<file path="src/local_mean_classify_cluster_top_macros.svh">
// Assertion helpers shared by the queue and back modules of the local mean classifier.
// Every macro samples on the rising edge of clk and is disabled while rst is high.
`ifndef LOCAL_MEAN_CLASSIFY_CLUSTER_TOP_MACROS_SVH
`define LOCAL_MEAN_CLASSIFY_CLUSTER_TOP_MACROS_SVH

// The consequent must hold in the same cycle as the antecedent.
`define LMCC_ASSERT_NOW(label, ante, cons, msg) \
  label: assert property (@(posedge clk) disable iff (rst) (ante) |-> (cons)) \
    else $error(msg);

// The consequent must hold in the cycle after the antecedent.
`define LMCC_ASSERT_NEXT(label, ante, cons, msg) \
  label: assert property (@(posedge clk) disable iff (rst) (ante) |=> (cons)) \
    else $error(msg);

`endif

</file>
<file path="src/lmcc_pkg.sv">
`timescale 1ns / 1ps

package lmcc_pkg;

  // Position flags that travel with every sample from the front to the back.
  typedef struct packed {
    logic first;  // first sample of the frame
    logic win;    // a full 3x3 window ends here
    logic clu;    // a 2x2 cluster can be judged here
    logic last;   // last sample of the frame
  } pos_flags_t;

  localparam int FLAGS_W = 4;

  // Class and cluster codes.
  localparam logic [1:0] CODE_BELOW = 2'd0;
  localparam logic [1:0] CODE_EQUAL = 2'd1;
  localparam logic [1:0] CODE_ABOVE = 2'd2;
  localparam logic [1:0] CODE_NONE  = 2'd3;

  // Register indexes (address bit 2 of the configuration port).
  localparam logic REG_GRID_ROWS = 1'b0;
  localparam logic REG_GRID_COLS = 1'b1;

  localparam int         CFG_W     = 7;
  localparam logic [6:0] DIM_RESET = 7'd20;
  localparam int         DIM_MIN   = 3;

  localparam int WINDOW_CELLS  = 9;
  localparam int ZERO_SUM_MEAN = -2 * 10000;

  // Remainder thresholds of the corrected division by nine.
  localparam logic [4:0] REM_ROUND_ONE = 5'd5;
  localparam logic [4:0] REM_ROUND_TWO = 5'd14;

  localparam int          COUNT_W   = 12;
  localparam logic [11:0] COUNT_MAX = 12'hFFF;
  localparam int          TALLY_N   = 6;

  localparam int QUEUE_DEPTH = 4;
  localparam int QUEUE_PTR_W = 2;
  localparam int QUEUE_CNT_W = 3;

endpackage

</file>
<file path="src/lmcc_front.sv">
`timescale 1ns / 1ps

module lmcc_front #(
  parameter int MAX_DIM     = 64,
  parameter int SAMPLE_BITS = 24
) (
  input  logic                                   clk,
  input  logic                                   rst,
  input  logic                                   restart,
  input  logic [6:0]                             grid_rows,
  input  logic [6:0]                             grid_cols,
  input  logic                                   sample_valid,
  input  logic signed [SAMPLE_BITS-1:0]          sample,
  output logic                                   sample_stall,
  input  logic                                   full,
  output logic                                   push,
  output logic signed [SAMPLE_BITS+3:0]          win_sum,
  output logic signed [SAMPLE_BITS-1:0]          centre,
  output logic [$clog2(MAX_DIM)-1:0]             col_out,
  output lmcc_pkg::pos_flags_t                   flags_out
);

  localparam int PW = $clog2(MAX_DIM);
  localparam int CW = SAMPLE_BITS + 2;
  localparam int SW = SAMPLE_BITS + 4;

  function automatic logic [PW-1:0] last_index(input logic [6:0] v);
    logic [PW-1:0] r;
    if (32'(v) < 32'(lmcc_pkg::DIM_MIN)) begin
      r = PW'(lmcc_pkg::DIM_MIN - 1);
    end else if (32'(v) > 32'(MAX_DIM)) begin
      r = PW'(MAX_DIM - 1);
    end else begin
      r = PW'(32'(v) - 32'd1);
    end
    return r;
  endfunction

  logic signed [SAMPLE_BITS-1:0] upper_mem [MAX_DIM];
  logic signed [SAMPLE_BITS-1:0] middle_mem [MAX_DIM];

  logic [PW-1:0] row, col, row_last, col_last;
  logic          fen, accept;
  lmcc_pkg::pos_flags_t flags_now;

  logic                          f1_valid;
  logic signed [SAMPLE_BITS-1:0] f1_top, f1_mid, f1_sample;
  logic [PW-1:0]                 f1_col;
  lmcc_pkg::pos_flags_t          f1_flags;
  logic signed [CW-1:0]          colsum;

  logic                          f2_valid;
  logic signed [CW-1:0]          f2_colsum, f2_prev1, f2_prev2;
  logic signed [SAMPLE_BITS-1:0] f2_centre;
  logic [PW-1:0]                 f2_col;
  lmcc_pkg::pos_flags_t          f2_flags;

  logic signed [CW-1:0]          hist_sum1, hist_sum2;
  logic signed [SAMPLE_BITS-1:0] hist_mid;

  assign row_last = last_index(grid_rows);
  assign col_last = last_index(grid_cols);

  // The whole front advances together; it only holds when the queue is full.
  assign fen          = !full;
  assign sample_stall = full;
  assign accept       = sample_valid && fen;

  always_comb begin
    flags_now.first = (row == '0) && (col == '0);
    flags_now.win   = (row >= PW'(2)) && (col >= PW'(2));
    flags_now.clu   = (row >= PW'(3)) && (col >= PW'(3));
    flags_now.last  = (col >= col_last) && (row >= row_last);
  end

  assign colsum = CW'(f1_top) + CW'(f1_mid) + CW'(f1_sample);

  always_ff @(posedge clk) begin
    if (rst || restart) begin
      row       <= '0;
      col       <= '0;
      f1_valid  <= 1'b0;
      f2_valid  <= 1'b0;
      hist_sum1 <= '0;
      hist_sum2 <= '0;
      hist_mid  <= '0;
    end else if (fen) begin
      f1_valid <= sample_valid;
      f2_valid <= f1_valid;
      if (accept) begin
        if (col >= col_last) begin
          col <= '0;
          row <= (row >= row_last) ? '0 : row + 1'b1;
        end else begin
          col <= col + 1'b1;
        end
      end
      if (f1_valid) begin
        hist_sum2 <= hist_sum1;
        hist_sum1 <= colsum;
        hist_mid  <= f1_mid;
      end
    end
  end

  // Line stores: read as the sample enters, written back once it moves on.
  // The next read of the same column is at least three samples later.
  always_ff @(posedge clk) begin
    if (accept) begin
      f1_top <= upper_mem[col];
      f1_mid <= middle_mem[col];
    end
    if (fen && f1_valid) begin
      upper_mem[f1_col]  <= f1_mid;
      middle_mem[f1_col] <= f1_sample;
    end
  end

  always_ff @(posedge clk) begin
    if (fen) begin
      f1_sample <= sample;
      f1_col    <= col;
      f1_flags  <= flags_now;
      f2_colsum <= colsum;
      f2_prev1  <= hist_sum1;
      f2_prev2  <= hist_sum2;
      f2_centre <= hist_mid;
      f2_col    <= f1_col;
      f2_flags  <= f1_flags;
    end
  end

  assign push      = fen && f2_valid;
  assign win_sum   = SW'(f2_colsum) + SW'(f2_prev1) + SW'(f2_prev2);
  assign centre    = f2_centre;
  assign col_out   = f2_col;
  assign flags_out = f2_flags;

endmodule

</file>
<file path="src/lmcc_fifo.sv">
`timescale 1ns / 1ps
`include "local_mean_classify_cluster_top_macros.svh"

module lmcc_fifo #(
  parameter int WIDTH = 8
) (
  input  logic             clk,
  input  logic             rst,
  input  logic             push,
  input  logic [WIDTH-1:0] wdata,
  input  logic             pop,
  output logic [WIDTH-1:0] rdata,
  output logic             full,
  output logic             empty
);

  localparam int PTR_W = lmcc_pkg::QUEUE_PTR_W;
  localparam int CNT_W = lmcc_pkg::QUEUE_CNT_W;

  logic [WIDTH-1:0] slots [lmcc_pkg::QUEUE_DEPTH];
  logic [PTR_W-1:0] wr_ptr, rd_ptr;
  logic [CNT_W-1:0] count;

  assign full  = (count == CNT_W'(lmcc_pkg::QUEUE_DEPTH));
  assign empty = (count == '0);
  assign rdata = slots[rd_ptr];

  always_ff @(posedge clk) begin
    if (rst) begin
      wr_ptr <= '0;
      rd_ptr <= '0;
      count  <= '0;
    end else begin
      if (push) begin
        wr_ptr <= wr_ptr + 1'b1;
      end
      if (pop) begin
        rd_ptr <= rd_ptr + 1'b1;
      end
      if (push && !pop) begin
        count <= count + 1'b1;
      end else if (pop && !push) begin
        count <= count - 1'b1;
      end
    end
  end

  always_ff @(posedge clk) begin
    if (push) begin
      slots[wr_ptr] <= wdata;
    end
  end

  `LMCC_ASSERT_NOW(a_push_not_full, push, !full, "queue written while full")
  `LMCC_ASSERT_NOW(a_pop_not_empty, pop, !empty, "queue read while empty")
  `LMCC_ASSERT_NEXT(a_count_grows, push && !pop, count == $past(count) + 3'd1, "queue count slipped")

endmodule

</file>
<file path="src/lmcc_back.sv">
`timescale 1ns / 1ps
`include "local_mean_classify_cluster_top_macros.svh"

module lmcc_back #(
  parameter int MAX_DIM     = 64,
  parameter int SAMPLE_BITS = 24
) (
  input  logic                              clk,
  input  logic                              rst,
  input  logic                              restart,
  input  logic                              q_valid,
  input  logic signed [SAMPLE_BITS+3:0]     q_sum,
  input  logic signed [SAMPLE_BITS-1:0]     q_centre,
  input  logic [$clog2(MAX_DIM)-1:0]        q_col,
  input  lmcc_pkg::pos_flags_t              q_flags,
  output logic                              pop,
  output logic                              result_valid,
  input  logic                              result_stall,
  output logic                              class_valid,
  output logic [1:0]                        class_code,
  output logic signed [SAMPLE_BITS-1:0]     local_mean,
  output logic                              cluster_valid,
  output logic [1:0]                        cluster_code,
  output logic                              frame_end,
  output logic [lmcc_pkg::COUNT_W-1:0]      class_below_count,
  output logic [lmcc_pkg::COUNT_W-1:0]      class_equal_count,
  output logic [lmcc_pkg::COUNT_W-1:0]      class_above_count,
  output logic [lmcc_pkg::COUNT_W-1:0]      cluster_below_count,
  output logic [lmcc_pkg::COUNT_W-1:0]      cluster_equal_count,
  output logic [lmcc_pkg::COUNT_W-1:0]      cluster_above_count
);

  localparam int PW     = $clog2(MAX_DIM);
  localparam int SW     = SAMPLE_BITS + 4;
  localparam int MW     = SAMPLE_BITS + 3;
  localparam int PRODW  = 2 * MW;
  localparam int MNW    = (SAMPLE_BITS + 1 > 16) ? SAMPLE_BITS + 1 : 16;
  localparam int FW     = lmcc_pkg::FLAGS_W;
  localparam int SIDE_W = SAMPLE_BITS + PW + FW + 2;
  localparam int STAGES = 6;
  localparam int CNTW   = lmcc_pkg::COUNT_W;
  // floor(2^MW / 9); the quotient it gives is at most one short.
  localparam logic [MW-1:0] RECIP = MW'((64'd1 << MW) / 64'(lmcc_pkg::WINDOW_CELLS));

  logic                ben;
  logic [STAGES:1]     vld;
  logic [SIDE_W-1:0]   side [1:STAGES];

  logic                sum_neg, sum_zero;
  logic [MW-1:0]       mag_in;
  logic [MW-1:0]       mag1;
  logic [PRODW-1:0]    prod2;
  logic [4:0]          mag5_2;
  logic [MW-1:0]       qa;
  logic [4:0]          qa9;
  logic [MW-1:0]       qa3;
  logic [4:0]          rem3;
  logic [1:0]          round_inc;
  logic [MW-1:0]       qr4;
  logic signed [MNW-1:0] qr_s;
  logic signed [MNW-1:0] mean5;
  logic signed [MNW-1:0] centre_ext;
  logic [1:0]          cls6;
  logic signed [SAMPLE_BITS-1:0] mean6;
  logic [1:0]          up_right;
  logic [1:0]          cls_mem [MAX_DIM];

  logic                neg4, zero4;
  logic signed [SAMPLE_BITS-1:0] centre5;
  logic [PW-1:0]       col5, col6;
  lmcc_pkg::pos_flags_t flags6;

  logic [1:0]          nb_up, nb_left;
  logic                match;
  logic [CNTW-1:0]     tally      [lmcc_pkg::TALLY_N];
  logic [CNTW-1:0]     tally_next [lmcc_pkg::TALLY_N];
  logic [CNTW-1:0]     count_q    [lmcc_pkg::TALLY_N];
  logic [lmcc_pkg::TALLY_N-1:0] bump;

  // The back moves as one pipeline whenever the output register can take a result.
  assign ben = !result_valid || !result_stall;
  assign pop = ben && q_valid;

  assign sum_neg  = q_sum[SW-1];
  assign sum_zero = (q_sum == '0);
  assign mag_in   = sum_neg ? MW'(-q_sum) : MW'(q_sum);

  assign neg4    = side[4][1];
  assign zero4   = side[4][0];
  assign centre5 = side[5][SIDE_W-1 -: SAMPLE_BITS];
  assign col5    = side[5][PW+FW+1 -: PW];
  assign col6    = side[6][PW+FW+1 -: PW];
  assign flags6  = lmcc_pkg::pos_flags_t'(side[6][FW+1:2]);

  assign qa  = prod2[PRODW-1:MW];
  // Only the low bits of 9*qa matter: the true remainder is below eighteen.
  assign qa9 = {qa[1:0], 3'b000} + qa[4:0];

  always_comb begin
    if (rem3 >= lmcc_pkg::REM_ROUND_TWO) begin
      round_inc = 2'd2;
    end else if (rem3 >= lmcc_pkg::REM_ROUND_ONE) begin
      round_inc = 2'd1;
    end else begin
      round_inc = 2'd0;
    end
  end

  assign qr_s       = MNW'(qr4);
  assign centre_ext = MNW'(centre5);

  assign match = (nb_up == cls6) && (up_right == cls6) && (nb_left == cls6);

  always_comb begin
    for (int k = 0; k < 3; k++) begin
      bump[k]     = flags6.win && (cls6 == 2'(k));
      bump[k + 3] = flags6.clu && match && (cls6 == 2'(k));
    end
    for (int k = 0; k < lmcc_pkg::TALLY_N; k++) begin
      tally_next[k] = flags6.first ? '0 : tally[k];
      if (bump[k] && (tally_next[k] != lmcc_pkg::COUNT_MAX)) begin
        tally_next[k] = tally_next[k] + 1'b1;
      end
    end
  end

  always_ff @(posedge clk) begin
    if (rst) begin
      vld          <= '0;
      result_valid <= 1'b0;
      nb_up        <= lmcc_pkg::CODE_BELOW;
      nb_left      <= lmcc_pkg::CODE_BELOW;
      for (int k = 0; k < lmcc_pkg::TALLY_N; k++) begin
        tally[k] <= '0;
      end
    end else if (restart) begin
      nb_up   <= lmcc_pkg::CODE_BELOW;
      nb_left <= lmcc_pkg::CODE_BELOW;
      for (int k = 0; k < lmcc_pkg::TALLY_N; k++) begin
        tally[k] <= '0;
      end
    end else if (ben) begin
      vld          <= {vld[STAGES-1:1], pop};
      result_valid <= vld[STAGES];
      if (vld[STAGES]) begin
        tally <= tally_next;
        if (flags6.win) begin
          nb_up   <= up_right;
          nb_left <= cls6;
        end
      end
    end
  end

  always_ff @(posedge clk) begin
    if (ben) begin
      side[1] <= {q_centre, q_col, q_flags, sum_neg, sum_zero};
      for (int k = 2; k <= STAGES; k++) begin
        side[k] <= side[k-1];
      end
      mag1   <= mag_in;
      prod2  <= PRODW'(mag1) * PRODW'(RECIP);
      mag5_2 <= mag1[4:0];
      qa3    <= qa;
      rem3   <= mag5_2 - qa9;
      qr4    <= qa3 + MW'(round_inc);
      if (zero4) begin
        mean5 <= MNW'(lmcc_pkg::ZERO_SUM_MEAN);
      end else begin
        mean5 <= neg4 ? -qr_s : qr_s;
      end
      if (centre_ext > mean5) begin
        cls6 <= lmcc_pkg::CODE_ABOVE;
      end else if (centre_ext == mean5) begin
        cls6 <= lmcc_pkg::CODE_EQUAL;
      end else begin
        cls6 <= lmcc_pkg::CODE_BELOW;
      end
      mean6    <= mean5[SAMPLE_BITS-1:0];
      up_right <= cls_mem[col5];

      class_valid   <= flags6.win;
      class_code    <= flags6.win ? cls6 : '0;
      local_mean    <= flags6.win ? mean6 : '0;
      cluster_valid <= flags6.clu;
      if (flags6.clu) begin
        cluster_code <= match ? cls6 : lmcc_pkg::CODE_NONE;
      end else begin
        cluster_code <= '0;
      end
      frame_end <= flags6.last;
      for (int k = 0; k < lmcc_pkg::TALLY_N; k++) begin
        count_q[k] <= flags6.last ? tally_next[k] : '0;
      end
    end
    if (ben && vld[STAGES] && flags6.win) begin
      cls_mem[col6] <= cls6;
    end
  end

  assign class_below_count   = count_q[0];
  assign class_equal_count   = count_q[1];
  assign class_above_count   = count_q[2];
  assign cluster_below_count = count_q[3];
  assign cluster_equal_count = count_q[4];
  assign cluster_above_count = count_q[5];

  `LMCC_ASSERT_NOW(a_cluster_has_class, result_valid && cluster_valid, class_valid, "cluster without class")
  `LMCC_ASSERT_NOW(a_end_has_class, result_valid && frame_end, class_valid, "frame end on border cell")
  `LMCC_ASSERT_NEXT(a_restart_clears, restart, tally[0] == '0 && tally[3] == '0, "tallies not cleared")

endmodule

</file>
<file path="src/local_mean_classify_cluster_top.sv">
// Local mean classifier: takes grid samples in raster order and returns one result per
// sample, giving the class of the interior cell one row and one column back against its
// rounded 3x3 mean, the 2x2 cluster of the cell two rows and two columns back, and the
// frame tallies on the last sample. It sustains one sample per clock while results are not
// stalled. Each sample passes the window front (line store read, then column sum), the
// four-entry request queue and the back pipeline (divide by nine through a reciprocal
// multiply, rounding, sign, compare, cluster and tally). sample_stall rises only when the
// queue is full, which happens only after results have been stalled. A write to grid_rows
// or grid_cols restarts the frame at its first sample.
`timescale 1ns / 1ps

module local_mean_classify_cluster_top #(
  parameter int MAX_DIM     = 64,
  parameter int SAMPLE_BITS = 24
) (
  input  logic                              clk,
  input  logic                              rst,
  input  logic                              psel,
  input  logic                              penable,
  input  logic                              pwrite,
  input  logic [2:0]                        paddr,
  input  logic [31:0]                       pwdata,
  output logic [31:0]                       prdata,
  output logic                              pready,
  input  logic                              sample_valid,
  output logic                              sample_stall,
  input  logic signed [SAMPLE_BITS-1:0]     sample,
  output logic                              result_valid,
  input  logic                              result_stall,
  output logic                              class_valid,
  output logic [1:0]                        class_code,
  output logic signed [SAMPLE_BITS-1:0]     local_mean,
  output logic                              cluster_valid,
  output logic [1:0]                        cluster_code,
  output logic                              frame_end,
  output logic [lmcc_pkg::COUNT_W-1:0]      class_below_count,
  output logic [lmcc_pkg::COUNT_W-1:0]      class_equal_count,
  output logic [lmcc_pkg::COUNT_W-1:0]      class_above_count,
  output logic [lmcc_pkg::COUNT_W-1:0]      cluster_below_count,
  output logic [lmcc_pkg::COUNT_W-1:0]      cluster_equal_count,
  output logic [lmcc_pkg::COUNT_W-1:0]      cluster_above_count
);

  localparam int PW = $clog2(MAX_DIM);
  localparam int SW = SAMPLE_BITS + 4;
  localparam int FW = lmcc_pkg::FLAGS_W;
  localparam int QW = SW + SAMPLE_BITS + PW + FW;

  logic [6:0] grid_rows, grid_cols;
  logic       cfg_write;

  logic                          push, pop, full, empty;
  logic signed [SW-1:0]          win_sum;
  logic signed [SAMPLE_BITS-1:0] centre;
  logic [PW-1:0]                 col;
  lmcc_pkg::pos_flags_t          flags;
  logic [QW-1:0]                 q_wdata, q_rdata;

  assign pready    = 1'b1;
  assign cfg_write = psel && penable && pwrite;

  always_ff @(posedge clk) begin
    if (rst) begin
      grid_rows <= lmcc_pkg::DIM_RESET;
      grid_cols <= lmcc_pkg::DIM_RESET;
    end else if (cfg_write) begin
      unique case (paddr[2])
        lmcc_pkg::REG_GRID_ROWS: grid_rows <= pwdata[6:0];
        lmcc_pkg::REG_GRID_COLS: grid_cols <= pwdata[6:0];
      endcase
    end
  end

  always_comb begin
    unique case (paddr[2])
      lmcc_pkg::REG_GRID_ROWS: prdata = {25'd0, grid_rows};
      lmcc_pkg::REG_GRID_COLS: prdata = {25'd0, grid_cols};
    endcase
  end

  lmcc_front #(
    .MAX_DIM     (MAX_DIM),
    .SAMPLE_BITS (SAMPLE_BITS)
  ) u_front (
    .clk          (clk),
    .rst          (rst),
    .restart      (cfg_write),
    .grid_rows    (grid_rows),
    .grid_cols    (grid_cols),
    .sample_valid (sample_valid),
    .sample       (sample),
    .sample_stall (sample_stall),
    .full         (full),
    .push         (push),
    .win_sum      (win_sum),
    .centre       (centre),
    .col_out      (col),
    .flags_out    (flags)
  );

  assign q_wdata = {win_sum, centre, col, flags};

  lmcc_fifo #(
    .WIDTH (QW)
  ) u_queue (
    .clk   (clk),
    .rst   (rst),
    .push  (push),
    .wdata (q_wdata),
    .pop   (pop),
    .rdata (q_rdata),
    .full  (full),
    .empty (empty)
  );

  lmcc_back #(
    .MAX_DIM     (MAX_DIM),
    .SAMPLE_BITS (SAMPLE_BITS)
  ) u_back (
    .clk                 (clk),
    .rst                 (rst),
    .restart             (cfg_write),
    .q_valid             (!empty),
    .q_sum               (q_rdata[QW-1 -: SW]),
    .q_centre            (q_rdata[SAMPLE_BITS+PW+FW-1 -: SAMPLE_BITS]),
    .q_col               (q_rdata[PW+FW-1 -: PW]),
    .q_flags             (lmcc_pkg::pos_flags_t'(q_rdata[FW-1:0])),
    .pop                 (pop),
    .result_valid        (result_valid),
    .result_stall        (result_stall),
    .class_valid         (class_valid),
    .class_code          (class_code),
    .local_mean          (local_mean),
    .cluster_valid       (cluster_valid),
    .cluster_code        (cluster_code),
    .frame_end           (frame_end),
    .class_below_count   (class_below_count),
    .class_equal_count   (class_equal_count),
    .class_above_count   (class_above_count),
    .cluster_below_count (cluster_below_count),
    .cluster_equal_count (cluster_equal_count),
    .cluster_above_count (cluster_above_count)
  );

endmodule

</file>
<file path="config.mk">
export PLATFORM = sky130hd
export DESIGN_NAME = local_mean_classify_cluster_top
export DESIGN_NICKNAME = d
export VERILOG_FILES = /design/src/lmcc_pkg.sv /design/src/lmcc_front.sv /design/src/lmcc_fifo.sv /design/src/lmcc_back.sv /design/src/local_mean_classify_cluster_top.sv
export VERILOG_INCLUDE_DIRS = /design/src /design/src/src
export SDC_FILE = /design/constraint.sdc
export NUM_CORES = 2
export LEC_CHECK = 0
export BUFFER_PORTS_ARGS = -buffer_cell sky130_fd_sc_hd__clkbuf_2
export CORE_MARGIN = 2
export CORE_UTILIZATION = 40
export DETAILED_ROUTE_END_ITERATION = 7
export SLEW_MARGIN = 5
export SYNTH_ARGS = -nofsm -noshare
export SYNTH_HDL_FRONTEND = slang
export SYNTH_SLANG_ARGS = --single-unit
</file>
<file path="constraint.sdc">
create_clock -name clk -period 31.5 [get_ports clk]
set_input_delay 3.15 -clock clk [delete_from_list [all_inputs] [get_ports clk]]
set_output_delay 3.15 -clock clk [all_outputs]
set_load 0.05 [all_outputs]
</file>
==> reports/qor.log <==
INFO  logic_synthesis number_of_library_cell_types_mapped_by_synthesis=78
INFO  clock_tree     clk-insertion-delay-late=1.00ns
INFO  logic_synthesis yosys_most_used_dff=sky130_fd_sc_hd__edfxtp_1
INFO  sta            layout_worst_path_cycle_share=0.234
INFO  finish         layout.cells.most_common=sky130_fd_sc_hd__edfxtp_1
INFO  setup_path     end_kind=register
INFO  hold_path      end_point_of_the_worst_hold_path=u_front.f2_prev2[18]
INFO  setup_path     worst-r2r-cell-count=24
INFO  setup_path     timing.critical_path.fanout_max=5
INFO  hold_path      min-delay-start=u_front.hist_sum2[18]
INFO  sta            slew_headroom=0.137
INFO  sta            worst_slew_pin_slew=1.29ns
INFO  sta            finalCriticalPeriod=7.37ns
INFO  logic_synthesis post_synth_fa_ha_maj_area_fraction=0.0464
INFO  sta            slew_violations=0
INFO  hold_path      timing.hold.worst_path_depth=0
INFO  clock_tree     h-tree-depth=5
INFO  logic_synthesis synth_area_per_cell=20.1um2
INFO  sta            setup_total_negative_slack=0ns
INFO  finish         synthToLayoutAreaGrowth=12.9%
INFO  clock_tree     cts_root_buffer=sky130_fd_sc_hd__clkbuf_16
INFO  logic_synthesis yosys_warnings=0
INFO  setup_path     timing.critical_path.from_type=register
INFO  finish         layout.nets=9669
INFO  clock_tree     cts_buffer_depth=4
INFO  logic_synthesis synth_enable_flop_cells=4096
INFO  setup_path     worst_ep_arrival_time=8.06ns
INFO  setup_path     reg2reg_to=u_back.prod2[44]
INFO  route          via_per_inst=5.65
INFO  logic_synthesis synthMuxAreaShare=0.145
INFO  die            die_height=664um
INFO  place          dp_worst_setup_slack=24.14ns
INFO  clock_tree     postCtsResizedCells=0
INFO  logic_synthesis synthesis_stage_register_bit_count=4292
INFO  logic_synthesis syn_inst=8654
INFO  die            initial_utilization=0.401
INFO  sta            setup_repair_after_global_routing_missed_its_margin=false
INFO  setup_path     critical_path_required=32.18ns
INFO  sta            skew=0.0696ns
INFO  route          dr_total_vias=85800
INFO  sta            count_of_endpoints_failing_setup_in_the_final_report=0
INFO  global_routing gr-total-overflow=0
INFO  setup_path     worstSetupPathType=reg2reg
INFO  logic_synthesis asyncSetResetFlopFracSynth=0
INFO  clock_tree     number_of_sinks_on_the_clock_net=4292
INFO  die            core_region_area=434000um2
INFO  place          post-dp-hpwl=244000um
INFO  finish         layout_common_cells=4096 x sky130_fd_sc_hd__edfxtp_1, 1100 x sky130_fd_sc_hd__mux4_2, 448 x sky130_fd_sc_hd__clkbuf_16
INFO  global_routing grt_antenna_before_repair=15
INFO  global_routing grt_first_pass_wirelength=620000um
INFO  clock_tree     clk_pin_slew=0.06ns
INFO  clock_tree     cts_buffers=439
INFO  route          remaining_drc_errors=0
INFO  global_routing via_count_of_the_first_global_routing_pass=87200
INFO  finish         filler_cell_count=36200
INFO  die            num_rows=242
INFO  sta            finalHoldViolations=0
INFO  route          drtPass1Iterations=6
INFO  finish         final_layout_size_suffix_gt1_frac=0.232
INFO  clock_tree     post_cts_buffers=0
INFO  route          detailedRoute.firstIterationViolations=9589
INFO  place          place.port_buffers=150
INFO  logic_synthesis synth-xor-area-share=0.0116
INFO  logic_synthesis netlist_top_cells_area=sky130_fd_sc_hd__edfxtp_1 71%, sky130_fd_sc_hd__mux4_2 14%, sky130_fd_sc_hd__fa_1 2.4%
INFO  setup_path     setup.reg_to_reg.worst_slack=24.13ns
INFO  route          routedWlPerCell=28.6um
INFO  setup_path     worstReg2RegStart=u_back.mag1[3]
INFO  logic_synthesis post_synth_instance_area=174000um2
INFO  logic_synthesis synth_area_in_compound_gates=0.0220
INFO  route          totalWireLength=435000um
INFO  run            drv.max_cap_violation_count=0
INFO  logic_synthesis synth-seq-area-share=0.729
INFO  die            io_pins=204
INFO  sta            fmax=0.136GHz
INFO  logic_synthesis yosys.area.top_type_share=0.706
INFO  logic_synthesis synth_top_family_by_area=multiplexers
INFO  route          antenna_left=0
INFO  die            dieArea=441000um2
INFO  logic_synthesis post_synth_and_or_nand_nor_area_fraction=0.0310
INFO  sta            worst_slack=24.13ns
INFO  die            chipWidth=664um
INFO  global_routing grt_start_max_net_pins=193
INFO  place          gp_congestion=0.823
INFO  global_routing grt_usage=0.194
INFO  logic_synthesis synthDominantAreaCellType=sky130_fd_sc_hd__edfxtp_1
INFO  run_status     run_status=finished, final reports clean
INFO  hold_path      worstHoldPathType=reg2reg
INFO  clock_tree     cts_tree=built
INFO  clock_tree     hold_buffers=0
## metal layers
| layer | vias to the layer above | track usage | wire [um] |
|---|---|---|---|
| met5 | - | 0 | 0 |
| met4 | 0 | 0.0490 | 11700 |
| met3 | 644 | 0.0313 | 33200 |
| met1 | 45900 | 0.269 | 178000 |
| met2 | 3507 | 0.321 | 212000 |
| li1 | 35700 | - | - |
## through the flow
step / cells / instance area (um2) / utilization / hold WS, ns
after CTS: 15200 / 197000 / 0.453 / 0.385
after global routing: 15200 / 197000 / 0.453 / 0.393
after detailed placement: 14400 / 183000 / 0.421 / 0.405
after floorplan: 8678 / 174000 / - / 0.400
after global placement: 14400 / 183000 / 0.421 / 0.401
final: 15200 / 197000 / 0.453 / 0.386
## critical path, cell delays in order, from the launching register on
cell	delay [ns]
sky130_fd_sc_hd__edfxtp_1	0.58
sky130_fd_sc_hd__inv_1	0.12
sky130_fd_sc_hd__fa_1	0.58
sky130_fd_sc_hd__inv_1	0.09
sky130_fd_sc_hd__ha_1	0.38
sky130_fd_sc_hd__xor2_1	0.19
sky130_fd_sc_hd__ha_1	0.20
sky130_fd_sc_hd__or2_2	0.30
sky130_fd_sc_hd__fa_1	0.52
sky130_fd_sc_hd__fa_1	0.43
sky130_fd_sc_hd__fa_1	0.49
sky130_fd_sc_hd__inv_1	0.05
sky130_fd_sc_hd__fa_1	0.49
sky130_fd_sc_hd__inv_1	0.04
sky130_fd_sc_hd__ha_1	0.36
sky130_fd_sc_hd__nand4_1	0.14
sky130_fd_sc_hd__nor4_1	0.35
sky130_fd_sc_hd__nor2_1	0.08
sky130_fd_sc_hd__a41oi_1	0.37
sky130_fd_sc_hd__o211ai_1	0.22
sky130_fd_sc_hd__a21boi_0	0.35
sky130_fd_sc_hd__nor2_1	0.16
sky130_fd_sc_hd__o21ai_0	0.33
sky130_fd_sc_hd__a21oi_1	0.13
sky130_fd_sc_hd__xnor2_1	0.14
## registers in the layout (all words and copies together) (netlist names), 27 cells and up, named ones only
name and count:
u_back.mag1 27, u_back.side 188, u_front.middle_mem 1536, u_front.upper_mem 1536
u_back.tally 72, u_back.cls_mem 128, u_queue.slots 248, u_back.count_q 72
## area by class of cell
type | count | area, um2 | share of cell area
Sequential cell | 4292 | 127000 | 0.646
Timing Repair Buffer | 356 | 2380 | 0.0121
Clock inverter | 237 | 2140 | 0.0109
Inverter | 281 | 1060 | 0.00538
Tap cell | 5734 | 7170 | 0.0365
Antenna cell | 4 | 10.0 | 0.0000509
Clock buffer | 570 | 11700 | 0.0596
Multi-Input combinational cell | 3711 | 45200 | 0.230
## worst max path at each step
stage                   start              endpoint  slack [ns]
3_3_place_gp   u_back.mag1[3]      u_back.prod2[44]       24.08
4_1_cts        u_back.mag1[3]      u_back.prod2[44]       24.08
2_1_floorplan    result_stall  u_back.cls_mem[7][0]       15.52
5_1_grt        u_back.mag1[3]      u_back.prod2[44]       23.60
3_5_place_dp   u_back.mag1[3]      u_back.prod2[44]       24.14
6_report       u_back.mag1[3]      u_back.prod2[44]       24.13
## logic make-up after synthesis
| family | count (synthesis) |
|---|---|
| adder cells (fa/ha/maj) | 522 |
| AO/OA/AOI/OAI | 638 |
| other | 2 |
| multiplexers | 1144 |
| buffers and inverters | 675 |
| flip-flops | 4292 |
| XOR/XNOR | 231 |
| AND/OR/NAND/NOR | 1150 |
## Yosys cell counts, types with 6 or more instances
cell                       number
sky130_fd_sc_hd__and3_1        50
sky130_fd_sc_hd__a22oi_1       40
sky130_fd_sc_hd__mux2i_1       29
sky130_fd_sc_hd__and4_1         7
sky130_fd_sc_hd__fa_1         207
sky130_fd_sc_hd__xnor2_1      119
sky130_fd_sc_hd__buf_2         27
sky130_fd_sc_hd__o21a_1        14
sky130_fd_sc_hd__nand2_1      355
sky130_fd_sc_hd__dfxtp_1      196
sky130_fd_sc_hd__inv_1        281
sky130_fd_sc_hd__mux2_2        15
sky130_fd_sc_hd__a211oi_1       8
sky130_fd_sc_hd__edfxtp_1    4096
sky130_fd_sc_hd__o21bai_1       9
sky130_fd_sc_hd__nand3b_1      14
sky130_fd_sc_hd__and2_1        75
sky130_fd_sc_hd__o211ai_1       8
sky130_fd_sc_hd__buf_4         31
sky130_fd_sc_hd__a21boi_0       7
sky130_fd_sc_hd__or3_1         22
sky130_fd_sc_hd__xor2_1       112
sky130_fd_sc_hd__o21ai_0      176
sky130_fd_sc_hd__a32oi_1        6
sky130_fd_sc_hd__or2_2          8
sky130_fd_sc_hd__a21oi_1      235
sky130_fd_sc_hd__nor3_1        30
sky130_fd_sc_hd__a31oi_1       11
sky130_fd_sc_hd__or4_1          6
sky130_fd_sc_hd__a21o_1        68
sky130_fd_sc_hd__buf_1         69
sky130_fd_sc_hd__nand2b_1      53
sky130_fd_sc_hd__mux4_2      1100
sky130_fd_sc_hd__nor4_1        11
sky130_fd_sc_hd__o31ai_1       12
sky130_fd_sc_hd__nand3_1       60
sky130_fd_sc_hd__nor2_1       353
sky130_fd_sc_hd__ha_1         315
sky130_fd_sc_hd__clkbuf_1     265
sky130_fd_sc_hd__nand4_1       36
sky130_fd_sc_hd__nor2b_1       49
Power is left out: the tool's default activity adds up to more than one toggle a clock period on the data nets, which glitch-free logic cannot reach.
